--- config.mk ---
export PLATFORM = sky130hd
export DESIGN_NAME = line_point_generator_decimated
export DESIGN_NICKNAME = d
export VERILOG_FILES = /design/src/rtl/core/lpgd_pkg.sv /design/src/rtl/core/lpgd_div.sv /design/src/rtl/core/lpgd_queue.sv /design/src/rtl/core/lpgd_front.sv /design/src/rtl/core/lpgd_back.sv /design/src/rtl/core/line_point_generator_decimated.sv
export SDC_FILE = /design/constraint.sdc
export NUM_CORES = 2
export LEC_CHECK = 0
export BUFFER_PORTS_ARGS = -buffer_cell sky130_fd_sc_hd__buf_2
export CORE_UTILIZATION = 35
export CTS_BUF_LIST = sky130_fd_sc_hd__clkbuf_8
export CTS_CLUSTER_DIAMETER = 30
export DETAILED_ROUTE_END_ITERATION = 12
export HOLD_SLACK_MARGIN = 0.08
export PLACE_DENSITY = 0.47
export SLEW_MARGIN = 30
export SYNTH_ARGS = -nofsm -noshare
export SYNTH_HDL_FRONTEND = slang
export SYNTH_SLANG_ARGS = --single-unit
--- constraint.sdc ---
create_clock -name clk -period 11.4 [get_ports clk]
set_input_delay 2.28 -clock clk [delete_from_list [all_inputs] [get_ports clk]]
set_output_delay 2.28 -clock clk [all_outputs]
set_load 0.02 [all_outputs]
--- src/rtl/core/lpgd_pkg.sv ---
// Shared types and constants for the decimated line point generator.
// Used by every module of the block except lpgd_queue; depends on nothing.
package lpgd_pkg;

    localparam int FACTOR_W   = 16;
    localparam int MODE_W     = 2;
    localparam int CFG_ADDR_W = 1;

    localparam logic [FACTOR_W-1:0] PERCENT_BASE = 16'd100;

    typedef enum logic {
        OP_START = 1'b0,
        OP_STEP  = 1'b1
    } op_t;

    typedef enum logic [MODE_W-1:0] {
        MODE_NONE    = 2'd0,
        MODE_FIXED   = 2'd1,
        MODE_DIVIDE  = 2'd2,
        MODE_PERCENT = 2'd3
    } mode_t;

    localparam logic [CFG_ADDR_W-1:0] REG_MODE   = 1'b0;
    localparam logic [CFG_ADDR_W-1:0] REG_FACTOR = 1'b1;

    typedef enum logic [5:0] {
        ST_IDLE  = 6'b000001,
        ST_DELTA = 6'b000010,
        ST_SETUP = 6'b000100,
        ST_SCALE = 6'b001000,
        ST_DIV   = 6'b010000,
        ST_PUSH  = 6'b100000
    } front_state_t;

endpackage

--- src/rtl/core/lpgd_div.sv ---
// Restoring divider for the skip period, one quotient bit per cycle.
// Depends on lpgd_pkg for the divisor width.
module lpgd_div #(
    parameter int N = 33
) (
    input  logic                          clk,
    input  logic                          rst_n,
    input  logic                          start,
    input  logic [N-1:0]                  dividend,
    input  logic [lpgd_pkg::FACTOR_W-1:0] divisor,
    output logic                          done,
    output logic [N-1:0]                  quotient
);
    import lpgd_pkg::*;

    localparam int CNT_W = $clog2(N + 1);

    logic [N-1:0]        quo_reg;
    logic [FACTOR_W-1:0] rem_reg;
    logic [CNT_W-1:0]    cnt_reg;
    logic                busy_reg;
    logic                done_reg;
    logic [FACTOR_W:0]   trial;
    logic                fits;

    assign trial = {rem_reg, quo_reg[N-1]};
    assign fits  = trial >= {1'b0, divisor};

    always_ff @(posedge clk or negedge rst_n)
    begin
        if (!rst_n)
        begin
            busy_reg <= 1'b0;
            done_reg <= 1'b0;
            cnt_reg  <= '0;
        end
        else
        begin
            done_reg <= 1'b0;
            if (start)
            begin
                busy_reg <= 1'b1;
                cnt_reg  <= CNT_W'(N);
            end
            else if (busy_reg)
            begin
                cnt_reg <= cnt_reg - CNT_W'(1);
                if (cnt_reg == CNT_W'(1))
                begin
                    busy_reg <= 1'b0;
                    done_reg <= 1'b1;
                end
            end
        end
    end

    always_ff @(posedge clk)
    begin
        if (start)
        begin
            quo_reg <= dividend;
            rem_reg <= '0;
        end
        else if (busy_reg)
        begin
            quo_reg <= {quo_reg[N-2:0], fits};
            rem_reg <= fits ? FACTOR_W'(trial - {1'b0, divisor}) : trial[FACTOR_W-1:0];
        end
    end

    assign done     = done_reg;
    assign quotient = quo_reg;

endmodule

--- src/rtl/core/lpgd_queue.sv ---
// Small register queue between the command front end and the line walker.
// Generic in width and depth; depends on nothing.
module lpgd_queue #(
    parameter int WIDTH = 125,
    parameter int DEPTH = 2
) (
    input  logic             clk,
    input  logic             rst_n,
    input  logic             push,
    input  logic [WIDTH-1:0] wdata,
    output logic             full,
    input  logic             pop,
    output logic [WIDTH-1:0] rdata,
    output logic             empty
);
    localparam int PTR_W = (DEPTH > 1) ? $clog2(DEPTH) : 1;
    localparam int CNT_W = $clog2(DEPTH + 1);

    logic [WIDTH-1:0] mem [DEPTH];
    logic [PTR_W-1:0] wr_ptr_reg;
    logic [PTR_W-1:0] rd_ptr_reg;
    logic [CNT_W-1:0] count_reg;
    logic             do_push;
    logic             do_pop;

    assign full    = count_reg == CNT_W'(DEPTH);
    assign empty   = count_reg == '0;
    assign do_push = push && !full;
    assign do_pop  = pop && !empty;
    assign rdata   = mem[rd_ptr_reg];

    always_ff @(posedge clk or negedge rst_n)
    begin
        if (!rst_n)
        begin
            wr_ptr_reg <= '0;
            rd_ptr_reg <= '0;
            count_reg  <= '0;
        end
        else
        begin
            if (do_push)
            begin
                wr_ptr_reg <= (wr_ptr_reg == PTR_W'(DEPTH - 1)) ? '0 : wr_ptr_reg + PTR_W'(1);
            end
            if (do_pop)
            begin
                rd_ptr_reg <= (rd_ptr_reg == PTR_W'(DEPTH - 1)) ? '0 : rd_ptr_reg + PTR_W'(1);
            end
            if (do_push && !do_pop)
            begin
                count_reg <= count_reg + CNT_W'(1);
            end
            else if (do_pop && !do_push)
            begin
                count_reg <= count_reg - CNT_W'(1);
            end
        end
    end

    always_ff @(posedge clk)
    begin
        if (do_push)
        begin
            mem[wr_ptr_reg] <= wdata;
        end
    end

endmodule

--- src/rtl/core/lpgd_front.sv ---
// Command front end: takes input beats, sets up a line walk on start commands
// and forwards commands to the walker queue. Depends on lpgd_pkg and lpgd_div.
module lpgd_front #(
    parameter int COORD_BITS = 16,
    parameter int ENTRY_W    = 7 * COORD_BITS + 13
) (
    input  logic                          clk,
    input  logic                          rst_n,
    input  logic                          push,
    output logic                          full,
    input  logic                          operation,
    input  logic signed [COORD_BITS-1:0]  x_start,
    input  logic signed [COORD_BITS-1:0]  y_start,
    input  logic signed [COORD_BITS-1:0]  x_end,
    input  logic signed [COORD_BITS-1:0]  y_end,
    input  logic [lpgd_pkg::MODE_W-1:0]   reduce_mode,
    input  logic [lpgd_pkg::FACTOR_W-1:0] reduce_factor,
    output logic                          q_push,
    output logic [ENTRY_W-1:0]            q_wdata,
    input  logic                          q_full
);
    import lpgd_pkg::*;

    localparam int CW = COORD_BITS;
    localparam int PW = CW + 1;
    localparam int IW = CW + 2;
    localparam int EW = CW + 3;
    localparam int NW = PW + FACTOR_W;
    localparam int QW = PW + 5;
    localparam int RW = PW + 6;

    localparam longint unsigned PCT_QUARTER = 64'(PERCENT_BASE) >> 2;
    localparam longint unsigned PCT_RECIP   =
        ((64'd1 << (PW + 10)) + PCT_QUARTER - 64'd1) / PCT_QUARTER;
    localparam longint unsigned PCT_LIMIT   = 64'(PERCENT_BASE) << PW;

    front_state_t state_reg;
    front_state_t state_next;

    logic signed [CW-1:0] x1_reg, y1_reg, x2_reg, y2_reg;
    logic [MODE_W-1:0]    mode_reg;
    logic [FACTOR_W-1:0]  factor_reg;
    logic [CW-1:0]        dx_reg, dy_reg;
    logic                 x_neg_reg, y_neg_reg, major_x_reg;
    logic [PW-1:0]        npix_reg;
    logic [EW-1:0]        err_reg;
    logic [IW-1:0]        inc_s_reg, inc_d_reg;
    logic [PW-1:0]        skip_reg;
    logic [NW-1:0]        prod_reg;

    logic signed [CW:0]   diff_x, diff_y;
    logic                 major_x;
    logic [CW-1:0]        dmaj, dmin;
    logic [CW:0]          dmin_minus_dmaj;
    logic [NW-1:0]        product;
    logic [QW-1:0]        pct_quarter;
    logic [QW+RW-1:0]     pct_scaled;
    logic [PW-1:0]        pct_skip;
    logic                 div_start;
    logic                 div_done;
    logic [PW-1:0]        div_quotient;
    logic                 accept;
    logic                 use_divider;

    function automatic logic [PW-1:0] sat_skip(input logic [NW-1:0] v);
        logic [NW-1:0] cap;
        cap = {{FACTOR_W{1'b0}}, {PW{1'b1}}};
        sat_skip = (v > cap) ? {PW{1'b1}} : v[PW-1:0];
    endfunction

    assign full   = (state_reg != ST_IDLE) || q_full;
    assign accept = push && !full;

    assign diff_x = {x2_reg[CW-1], x2_reg} - {x1_reg[CW-1], x1_reg};
    assign diff_y = {y2_reg[CW-1], y2_reg} - {y1_reg[CW-1], y1_reg};

    assign major_x         = dx_reg >= dy_reg;
    assign dmaj            = major_x ? dx_reg : dy_reg;
    assign dmin            = major_x ? dy_reg : dx_reg;
    assign dmin_minus_dmaj = {1'b0, dmin} - {1'b0, dmaj};

    assign product = {{FACTOR_W{1'b0}}, npix_reg} * {{PW{1'b0}}, factor_reg};

    // Percent mode divides by 100 as a quarter of the product times a rounded-up
    // reciprocal of 25, which is exact for every product below the saturation limit.
    assign pct_quarter = prod_reg[QW+1:2];
    assign pct_scaled  = {{RW{1'b0}}, pct_quarter} * {{QW{1'b0}}, RW'(PCT_RECIP)};
    assign pct_skip    = (prod_reg >= NW'(PCT_LIMIT)) ? {PW{1'b1}} : pct_scaled[PW+10 +: PW];

    assign use_divider = (mode_reg == MODE_DIVIDE) && (factor_reg != '0);
    assign div_start   = (state_reg == ST_SCALE) && use_divider;

    lpgd_div #(
        .N(PW)
    ) u_div (
        .clk      (clk),
        .rst_n    (rst_n),
        .start    (div_start),
        .dividend (npix_reg),
        .divisor  (factor_reg),
        .done     (div_done),
        .quotient (div_quotient)
    );

    always_comb
    begin
        state_next = state_reg;
        q_push     = 1'b0;
        case (state_reg)
            ST_IDLE:
            begin
                if (accept)
                begin
                    if (op_t'(operation) == OP_STEP)
                    begin
                        q_push = 1'b1;
                    end
                    else
                    begin
                        state_next = ST_DELTA;
                    end
                end
            end
            ST_DELTA: state_next = ST_SETUP;
            ST_SETUP: state_next = ST_SCALE;
            ST_SCALE:
            begin
                if (use_divider || (mode_reg == MODE_PERCENT))
                begin
                    state_next = ST_DIV;
                end
                else
                begin
                    state_next = ST_PUSH;
                end
            end
            ST_DIV:
            begin
                if ((mode_reg == MODE_PERCENT) || div_done)
                begin
                    state_next = ST_PUSH;
                end
            end
            ST_PUSH:
            begin
                if (!q_full)
                begin
                    q_push     = 1'b1;
                    state_next = ST_IDLE;
                end
            end
            default: state_next = ST_IDLE;
        endcase
    end

    always_ff @(posedge clk or negedge rst_n)
    begin
        if (!rst_n)
        begin
            state_reg <= ST_IDLE;
        end
        else
        begin
            state_reg <= state_next;
        end
    end

    always_ff @(posedge clk)
    begin
        if ((state_reg == ST_IDLE) && accept)
        begin
            x1_reg     <= x_start;
            y1_reg     <= y_start;
            x2_reg     <= x_end;
            y2_reg     <= y_end;
            mode_reg   <= reduce_mode;
            factor_reg <= reduce_factor;
        end
        if (state_reg == ST_DELTA)
        begin
            dx_reg    <= diff_x[CW] ? CW'(-diff_x) : diff_x[CW-1:0];
            dy_reg    <= diff_y[CW] ? CW'(-diff_y) : diff_y[CW-1:0];
            x_neg_reg <= diff_x[CW];
            y_neg_reg <= diff_y[CW];
        end
        if (state_reg == ST_SETUP)
        begin
            major_x_reg <= major_x;
            npix_reg    <= {1'b0, dmaj} + PW'(1);
            err_reg     <= {2'b00, dmin, 1'b0} - {3'b000, dmaj};
            inc_s_reg   <= {1'b0, dmin, 1'b0};
            inc_d_reg   <= {dmin_minus_dmaj, 1'b0};
        end
        if (state_reg == ST_SCALE)
        begin
            prod_reg <= product;
            if (mode_reg == MODE_FIXED)
            begin
                skip_reg <= sat_skip({{PW{1'b0}}, factor_reg});
            end
            else
            begin
                skip_reg <= '0;
            end
        end
        if (state_reg == ST_DIV)
        begin
            if (mode_reg == MODE_PERCENT)
            begin
                skip_reg <= pct_skip;
            end
            else if (div_done)
            begin
                skip_reg <= div_quotient;
            end
        end
    end

    always_comb
    begin
        if (state_reg == ST_PUSH)
        begin
            q_wdata = {OP_START, x1_reg, y1_reg, err_reg, inc_s_reg, inc_d_reg,
                       major_x_reg, x_neg_reg, y_neg_reg, npix_reg, skip_reg};
        end
        else
        begin
            q_wdata = {OP_STEP, {(ENTRY_W - 1){1'b0}}};
        end
    end

endmodule

--- src/rtl/core/lpgd_back.sv ---
// Line walker: takes commands from the queue, steps the Bresenham walk and
// holds the result beat for the consumer. Depends on lpgd_pkg.
module lpgd_back #(
    parameter int COORD_BITS = 16,
    parameter int ENTRY_W    = 7 * COORD_BITS + 13
) (
    input  logic                         clk,
    input  logic                         rst_n,
    input  logic [ENTRY_W-1:0]           q_rdata,
    input  logic                         q_empty,
    output logic                         q_pop,
    output logic                         empty,
    input  logic                         pop,
    output logic signed [COORD_BITS-1:0] pixel_x,
    output logic signed [COORD_BITS-1:0] pixel_y,
    output logic                         kept,
    output logic                         last
);
    import lpgd_pkg::*;

    localparam int CW = COORD_BITS;
    localparam int PW = CW + 1;
    localparam int IW = CW + 2;
    localparam int EW = CW + 3;

    logic          c_kind;
    logic [CW-1:0] c_x1, c_y1;
    logic [EW-1:0] c_err;
    logic [IW-1:0] c_inc_s, c_inc_d;
    logic          c_major, c_xneg, c_yneg;
    logic [PW-1:0] c_npix, c_skip;

    logic [CW-1:0] cur_x_reg, cur_y_reg;
    logic [EW-1:0] err_reg;
    logic [IW-1:0] inc_s_reg, inc_d_reg;
    logic          major_x_reg, x_neg_reg, y_neg_reg;
    logic [PW-1:0] left_reg, period_reg, count_reg;
    logic          active_reg;
    logic          out_valid_reg;
    logic [CW-1:0] out_x_reg, out_y_reg;
    logic          out_kept_reg, out_last_reg;

    logic          out_free;
    logic          is_step;
    logic          do_step;
    logic          keep;
    logic          fin;
    logic [CW-1:0] x_moved, y_moved;

    assign {c_kind, c_x1, c_y1, c_err, c_inc_s, c_inc_d, c_major, c_xneg, c_yneg,
            c_npix, c_skip} = q_rdata;

    assign out_free = !out_valid_reg || pop;
    assign is_step  = op_t'(c_kind) == OP_STEP;
    assign q_pop    = !q_empty && (!is_step || !active_reg || out_free);
    assign do_step  = q_pop && is_step && active_reg;
    assign keep     = count_reg == period_reg;
    assign fin      = left_reg <= PW'(1);
    assign x_moved  = cur_x_reg + (x_neg_reg ? {CW{1'b1}} : CW'(1));
    assign y_moved  = cur_y_reg + (y_neg_reg ? {CW{1'b1}} : CW'(1));

    always_ff @(posedge clk or negedge rst_n)
    begin
        if (!rst_n)
        begin
            active_reg    <= 1'b0;
            out_valid_reg <= 1'b0;
            cur_x_reg     <= '0;
            cur_y_reg     <= '0;
            err_reg       <= '0;
            inc_s_reg     <= '0;
            inc_d_reg     <= '0;
            major_x_reg   <= 1'b0;
            x_neg_reg     <= 1'b0;
            y_neg_reg     <= 1'b0;
            left_reg      <= '0;
            period_reg    <= '0;
            count_reg     <= '0;
        end
        else
        begin
            if (do_step)
            begin
                out_valid_reg <= 1'b1;
            end
            else if (pop)
            begin
                out_valid_reg <= 1'b0;
            end

            if (q_pop && !is_step)
            begin
                active_reg  <= 1'b1;
                cur_x_reg   <= c_x1;
                cur_y_reg   <= c_y1;
                err_reg     <= c_err;
                inc_s_reg   <= c_inc_s;
                inc_d_reg   <= c_inc_d;
                major_x_reg <= c_major;
                x_neg_reg   <= c_xneg;
                y_neg_reg   <= c_yneg;
                left_reg    <= c_npix;
                period_reg  <= c_skip;
                count_reg   <= c_skip;
            end
            else if (do_step)
            begin
                count_reg <= keep ? '0 : count_reg + PW'(1);
                if (fin)
                begin
                    left_reg   <= '0;
                    active_reg <= 1'b0;
                end
                else
                begin
                    left_reg <= left_reg - PW'(1);
                    if (err_reg[EW-1])
                    begin
                        err_reg <= err_reg + {inc_s_reg[IW-1], inc_s_reg};
                        if (major_x_reg)
                        begin
                            cur_x_reg <= x_moved;
                        end
                        else
                        begin
                            cur_y_reg <= y_moved;
                        end
                    end
                    else
                    begin
                        err_reg   <= err_reg + {inc_d_reg[IW-1], inc_d_reg};
                        cur_x_reg <= x_moved;
                        cur_y_reg <= y_moved;
                    end
                end
            end
        end
    end

    always_ff @(posedge clk)
    begin
        if (do_step)
        begin
            out_x_reg    <= cur_x_reg;
            out_y_reg    <= cur_y_reg;
            out_kept_reg <= keep;
            out_last_reg <= fin;
        end
    end

    assign empty   = !out_valid_reg;
    assign pixel_x = out_x_reg;
    assign pixel_y = out_y_reg;
    assign kept    = out_kept_reg;
    assign last    = out_last_reg;

endmodule

--- src/rtl/core/line_point_generator_decimated.sv ---
// Decimated Bresenham line generator: a step beat's pixel is on the result ports in the
// cycle after the step is taken, and step beats are taken one per cycle while results are
// taken. A start beat holds the input through the delta, setup, scale and push states, and
// the div state in percent mode or in divide mode with a nonzero factor.
// Reset is asynchronous and active low: no line is active, mode is none, factor is 1.
// Depends on lpgd_pkg, lpgd_front, lpgd_queue and lpgd_back.
module line_point_generator_decimated #(
    parameter int COORD_BITS = 16
) (
    input  logic                            clk,
    input  logic                            rst_n,
    input  logic                            push,
    output logic                            full,
    input  logic                            operation,
    input  logic signed [COORD_BITS-1:0]    x_start,
    input  logic signed [COORD_BITS-1:0]    y_start,
    input  logic signed [COORD_BITS-1:0]    x_end,
    input  logic signed [COORD_BITS-1:0]    y_end,
    output logic                            empty,
    input  logic                            pop,
    output logic signed [COORD_BITS-1:0]    pixel_x,
    output logic signed [COORD_BITS-1:0]    pixel_y,
    output logic                            kept,
    output logic                            last,
    input  logic                            cfg_we,
    input  logic [lpgd_pkg::CFG_ADDR_W-1:0] cfg_addr,
    input  logic [lpgd_pkg::FACTOR_W-1:0]   cfg_wdata
);
    import lpgd_pkg::*;

    localparam int ENTRY_W     = 7 * COORD_BITS + 13;
    localparam int QUEUE_DEPTH = 2;

    logic [MODE_W-1:0]   mode_reg;
    logic [FACTOR_W-1:0] factor_reg;
    logic                q_push;
    logic                q_full;
    logic                q_pop;
    logic                q_empty;
    logic [ENTRY_W-1:0]  q_wdata;
    logic [ENTRY_W-1:0]  q_rdata;

    always_ff @(posedge clk or negedge rst_n)
    begin
        if (!rst_n)
        begin
            mode_reg   <= MODE_NONE;
            factor_reg <= FACTOR_W'(1);
        end
        else if (cfg_we)
        begin
            case (cfg_addr)
                REG_MODE:   mode_reg   <= cfg_wdata[MODE_W-1:0];
                REG_FACTOR: factor_reg <= cfg_wdata;
                default:    mode_reg   <= mode_reg;
            endcase
        end
    end

    lpgd_front #(
        .COORD_BITS (COORD_BITS),
        .ENTRY_W    (ENTRY_W)
    ) u_front (
        .clk           (clk),
        .rst_n         (rst_n),
        .push          (push),
        .full          (full),
        .operation     (operation),
        .x_start       (x_start),
        .y_start       (y_start),
        .x_end         (x_end),
        .y_end         (y_end),
        .reduce_mode   (mode_reg),
        .reduce_factor (factor_reg),
        .q_push        (q_push),
        .q_wdata       (q_wdata),
        .q_full        (q_full)
    );

    lpgd_queue #(
        .WIDTH (ENTRY_W),
        .DEPTH (QUEUE_DEPTH)
    ) u_queue (
        .clk   (clk),
        .rst_n (rst_n),
        .push  (q_push),
        .wdata (q_wdata),
        .full  (q_full),
        .pop   (q_pop),
        .rdata (q_rdata),
        .empty (q_empty)
    );

    lpgd_back #(
        .COORD_BITS (COORD_BITS),
        .ENTRY_W    (ENTRY_W)
    ) u_back (
        .clk     (clk),
        .rst_n   (rst_n),
        .q_rdata (q_rdata),
        .q_empty (q_empty),
        .q_pop   (q_pop),
        .empty   (empty),
        .pop     (pop),
        .pixel_x (pixel_x),
        .pixel_y (pixel_y),
        .kept    (kept),
        .last    (last)
    );

endmodule
Word level (Yosys, flattened, before mapping)
Memories as Yosys holds them, arrays and structs flattened. Cells that the tools add are included. W data, S select, Z words.

Add/subtract/negate cells: 19. Equal/unequal tests: 20. Mux-type cells: 65. Magnitude comparators: 4. Bitwise gates (word level): 1. Reduce and logical (&&, ||, !) cells: 40. Multipliers: 2.

Operator list (number): $mux W16 (18); $mux W17 (13); $mux W125 (1); $mux W19 (4); $sub A16 B16 Y17 (3); $mul A22 B22 Y43 const B (1); $add A19 B19 Y19 (2); $pmux W6 S6 (1); $ge A33 B24 Y1 const B (1); $mul A17 B16 Y33 (1); $add A16 B16 Y16 (2); $neg A16 Y16 (2); $mux W6 (5); $mux W1 (18); $sub A17 B16 Y18 (1); $add A16 B1 Y17 const B (1); $add A17 B1 Y17 const B (1); $eq A17 B17 Y1 (1); $ge A17 B16 Y1 (1); $le A17 B1 Y1 const B (1); $sub A17 B1 Y17 const B (1); $ge A16 B16 Y1 (1); $reduce_bool A16 Y1 (1); $sub A16 B16 Y16 (1); other kinds (29) (69).

Logic and storage cells: 197. RAM bits: 250. Memories: 1. Output and inout bits: 36. Register bits after elaboration: 481.

Memories: u_queue.mem (depth 2, bits a word 125, rd ports 1, clocked after memory_dff 0, wr ports 1, RTL line lpgd_queue.sv:19) `logic [WIDTH-1:0] mem [DEPTH];`.

Logic depth before layout (Yosys ltp)
Depth after elaboration: 11. Gate-level depth with buffers: 26.

Cells and area by module
A second synthesis with hierarchy kept.

Cell total of the unflattened synthesis: 4866. Area total of the unflattened synthesis: 53131.0 um^2.

Modules (own cells, without submodules): lpgd_front (sequential area each 7038.0 um^2, area each 30550.6 um^2, cells each 3083, instances 1); lpgd_back (sequential area each 4599.4 um^2, area each 9887.0 um^2, cells each 1079, instances 1); lpgd_queue (sequential area each 7607.3 um^2, area each 9369.0 um^2, cells each 408, instances 1); lpgd_div (sequential area each 1006.0 um^2, area each 2608.8 um^2, cells each 257, instances 1); line_point_generator_decimated (sequential area each 451.7 um^2, area each 715.7 um^2, cells each 39, instances 1).

Worst setup path after synthesis
OpenSTA, ideal clock, no wires.

Path type: input port to flip-flop. From: input push. To: memory u_queue.mem[1][0], enable pin. Data required time: 10.786 ns. Path slack: 0.760 ns. Path buffers: 0. Arrival time: 10.026 ns. Stages: 3. Cell sequence: and2_1 a2bb2oi_1 nor2b_1.

Longest elaborated chain between the ends: 6.

Ends and longest elaborated chain: start, declared (RTL line line_point_generator_decimated.sv:12) `input logic push,`; $logic_and A1 B1 Y1 (RTL line lpgd_front.sv:72) `assign accept = push && !full;`; $mux W1 (RTL line lpgd_front.sv:112) `if (accept)`; $pmux W1 S2 (RTL line lpgd_front.sv:109) `case (state_reg)`; $logic_and A1 B1 Y1 (RTL line lpgd_queue.sv:28) `assign do_push = push && !full;`; $mux W1 (RTL line lpgd_queue.sv:63) `if (do_push)`; $mux W1 (not written as such) (RTL line lpgd_queue.sv:65) `mem[wr_ptr_reg] <= wdata;`; end, declared (RTL line lpgd_queue.sv:19).

Every way passes these cells.

Worst setup path after layout
From: register u_front.npix_reg[8]. To: register u_front.prod_reg[23] (data pin).

Longest elaborated chain between the ends: 1.

Ends and longest elaborated chain: start, declared (RTL line lpgd_front.sv:45) `logic [PW-1:0] npix_reg;`; start signal, assigned (RTL line lpgd_front.sv:189) `npix_reg <= {1'b0, dmaj} + PW'(1);`; $mul A17 B16 Y33 (RTL line lpgd_front.sv:82) `assign product = {{FACTOR_W{1'b0}}, npix_reg} * {{PW{1'b0}}, factor_reg};`; named net u_front.product[23] (RTL line lpgd_front.sv:55) `logic [NW-1:0] product;`; end signal, assigned (RTL line lpgd_front.sv:196) `prod_reg <= product;`; end, declared (RTL line lpgd_front.sv:49) `logic [NW-1:0] prod_reg;`.

The timed path passes the listed nets, and every way through them passes these cells. A chain may end at the register's enable or synchronous reset.

==> run_results.csv <==
group,metric,value,unit
clocking,clkSinkCount,715,
clocking,clock_latency,900,ps
logic_synthesis,synthCells,4775,
setup_path,arrival,7930,ps
place,dpl.cell_count,6714,
logic_synthesis,ys.flop_type,"edfxtp_1",
logic_synthesis,syn_nets,5738,
timing,final_hold_viol_count,0,
route,drt-pass1-iter-count,5,
logic_synthesis,synth_xor_area_share,3.610,%
setup_path,cp-start-kind,"flip-flop",
logic_synthesis,yosysTopAreaCell,"edfxtp_1",
die,die-area,0.1485,mm²
global_route,grt_pass1_vias,36080,
logic_synthesis,yosysMostFrequentCell,"inv_1",
global_route,grt_pass1_wl,213800,µm
finish,multi_input_area,0.02792,mm²
logic_synthesis,synth_fa_ha_area_share,27.03,%
clocking,hold_buffers,0,
finish,nNetsFinal,5945,
run_status,status,"completed",
route,finalWirelength,137700,µm
logic_synthesis,synth_top_family_by_area,"adder cells",
timing,worst_slew_pin_slew,1070,ps
route,via_per_inst,4.945,
worst_hold_path,holdPathStages,0,
logic_synthesis,yosysSeqAreaShare,39.41,%
clocking,clockRootBuffer,"clkbuf_8",
setup_path,required,11950,ps
die,coreArea,0.1457,mm²
global_route,grt_antenna_before_repair,10,
setup_path,cp_max_fo,18,
logic_synthesis,ys_warn_count,0,
timing,relSlewSlack,28.10,%
place,gp_congestion,0.8592,
route,ant_nets,0,
logic_synthesis,synth_edf_count,508,
timing,max_freq,0.1356,GHz
clocking,post_cts_resized,0,
route,drc,0,
logic_synthesis,syn_avg_cell_area,10.77,µm²
timing,finalSetupViolCount,0,
clocking,cts_buffers,178,
place,place_ws,4025,ps
timing,tns,0,ps
timing,timing.final.crit_share,64.70,%
logic_synthesis,synth_common_cells,"inv_1 (720), edfxtp_1 (508), ha_1 (484)",
setup_path,worst_r2r_path_depth,21,
logic_synthesis,netlist_area,0.05143,mm²
logic_synthesis,synth_compound_area_share,9.259,%
timing,setup_slack,4024,ps
timing,final_max_slew_viol_count,0,
setup_path,path_class,"reg -> reg",
logic_synthesis,ys_seq_elements,715,
finish,drive_gt1_share,10.67,%
logic_synthesis,synthTopCellsByArea,"edfxtp_1 (30%), fa_1 (15%), ha_1 (12%), dfrtp_1 (8.4%), inv_1 (5.3%)",
route,via_count,34880,
logic_synthesis,synth.distinct_cells,86,
die,row_count,140,
die,io_pins,123,
finish,fin_cells,7053,
global_route,grt_max_degree,71,
clocking,clockBufferDepth,3,
global_route,overflow,0,
clocking,cts_tree,"done",
finish,largest_register_ff_count,240,
die,initial_core_util,35.29,%
job,cap_violations,0,
logic_synthesis,muxShareOfSynthArea,3.160,%
timing,min_period,7376,ps
place,io_buffers,122,
clocking,clk_pin_slew,50,ps
timing,skew,60.17,ps
route,drt_iter0_drc,1926,
die,die_w,385.3,µm
place,place_hpwl,102400,µm
clocking,h-tree-depth,4,
logic_synthesis,synth_simple_gate_area_share,11.06,%
finish,fillers,14330,
die,die_y,385.3,µm
route,wl_per_cell,19.53,µm
logic_synthesis,synth_top_area_share,29.66,%
global_route,grt_use_total,18.95,%
finish,seq_area,0.02028,mm²
timing,rsz0062_at_grt,"false",
worst_hold_path,hp-class,"reg -> reg",
finish,area_growth,13.87,%
logic_synthesis,synth-async-reset-ratio,24.34,%
setup_path,worstSetupEndpointType,"flip-flop",
setup_path,r2r_slack,4020,ps
clocking,cts_setup_buffers,0,
[metal layers]
layer / track usage [%] / up-vias / wire length [µm]
li1: - / 16660 / -
met2: 28.79 / 712 / 60520
met3: 2.950 / 192 / 5845
met5: 0 / - / 0
met1: 27.84 / 17310 / 68630
met4: 5.226 / 0 / 2725
[critical path: stages (launching register included)]
cell and delay, ps:
edfxtp_1 970, nand2_1 150, fa_1 520, inv_1 60, fa_1 530, inv_1 50, fa_1 470, fa_1 550
inv_1 60, fa_1 480, inv_1 50, fa_1 480, inv_1 50, ha_1 340, a21o_1 180, a21oi_1 240
o21ai_0 110, a21oi_1 240, o21ai_0 270, a21boi_0 410, o21ai_0 200, xnor2_1 610
[cell type report]
class / instances / share of cell area (%)
antenna: 1 / 0.004273
clock buffer: 187 / 4.395
clock inverter: 146 / 2.572
inverter: 722 / 4.627
multi-input combinational: 3179 / 47.67
sequential: 715 / 34.62
tap: 1917 / 4.095
timing repair buffer: 186 / 2.010
[path summary, 6_finish.rpt]
check / end / start
worst max register to register: u_front.prod_reg[23] / u_front.npix_reg[8]
max in group asynchronous: u_queue.rd_ptr_reg / rst_n
worst min-delay path: u_front.factor_reg[3] / factor_reg[3]
min in group asynchronous: u_back.cur_x_reg[6] / rst_n
worst max-delay path: u_front.prod_reg[23] / u_front.npix_reg[8]
worst min register to register: u_front.factor_reg[3] / factor_reg[3]
[cell families after synthesis]
family,count (synthesis)
simple gates,1187
buf+inv,881
fa+ha+maj,876
compound gates,746
flops,715
xor+xnor,212
mux,158
[cells in the final DEF, fill, tap and decap left out, types with 142 or more instances in the layout]
| master | instances |
|---|---|
| nor2_1 | 216 |
| and2_1 | 199 |
| a21oi_1 | 199 |
| inv_1 | 743 |
| o21ai_0 | 188 |
| nand2_1 | 451 |
| ha_1 | 484 |
| clkbuf_8 | 188 |
| xnor2_1 | 142 |
| fa_1 | 392 |
| dfrtp_1 | 170 |
| edfxtp_1 | 508 |
[metrics by stage]
step,cell area (µm²),hold WS (ps),util [%]
detailed placement,54390,433.8,37.32
global placement,54300,427.0,37.26
floorplan,51430,419.4,-
CTS,58470,445.6,40.12
finish,58570,444.1,40.19
global route,58570,456.4,40.19
Power is not shown: default switching activity piles up to over one toggle a cycle in this logic, so the estimate is an artifact.
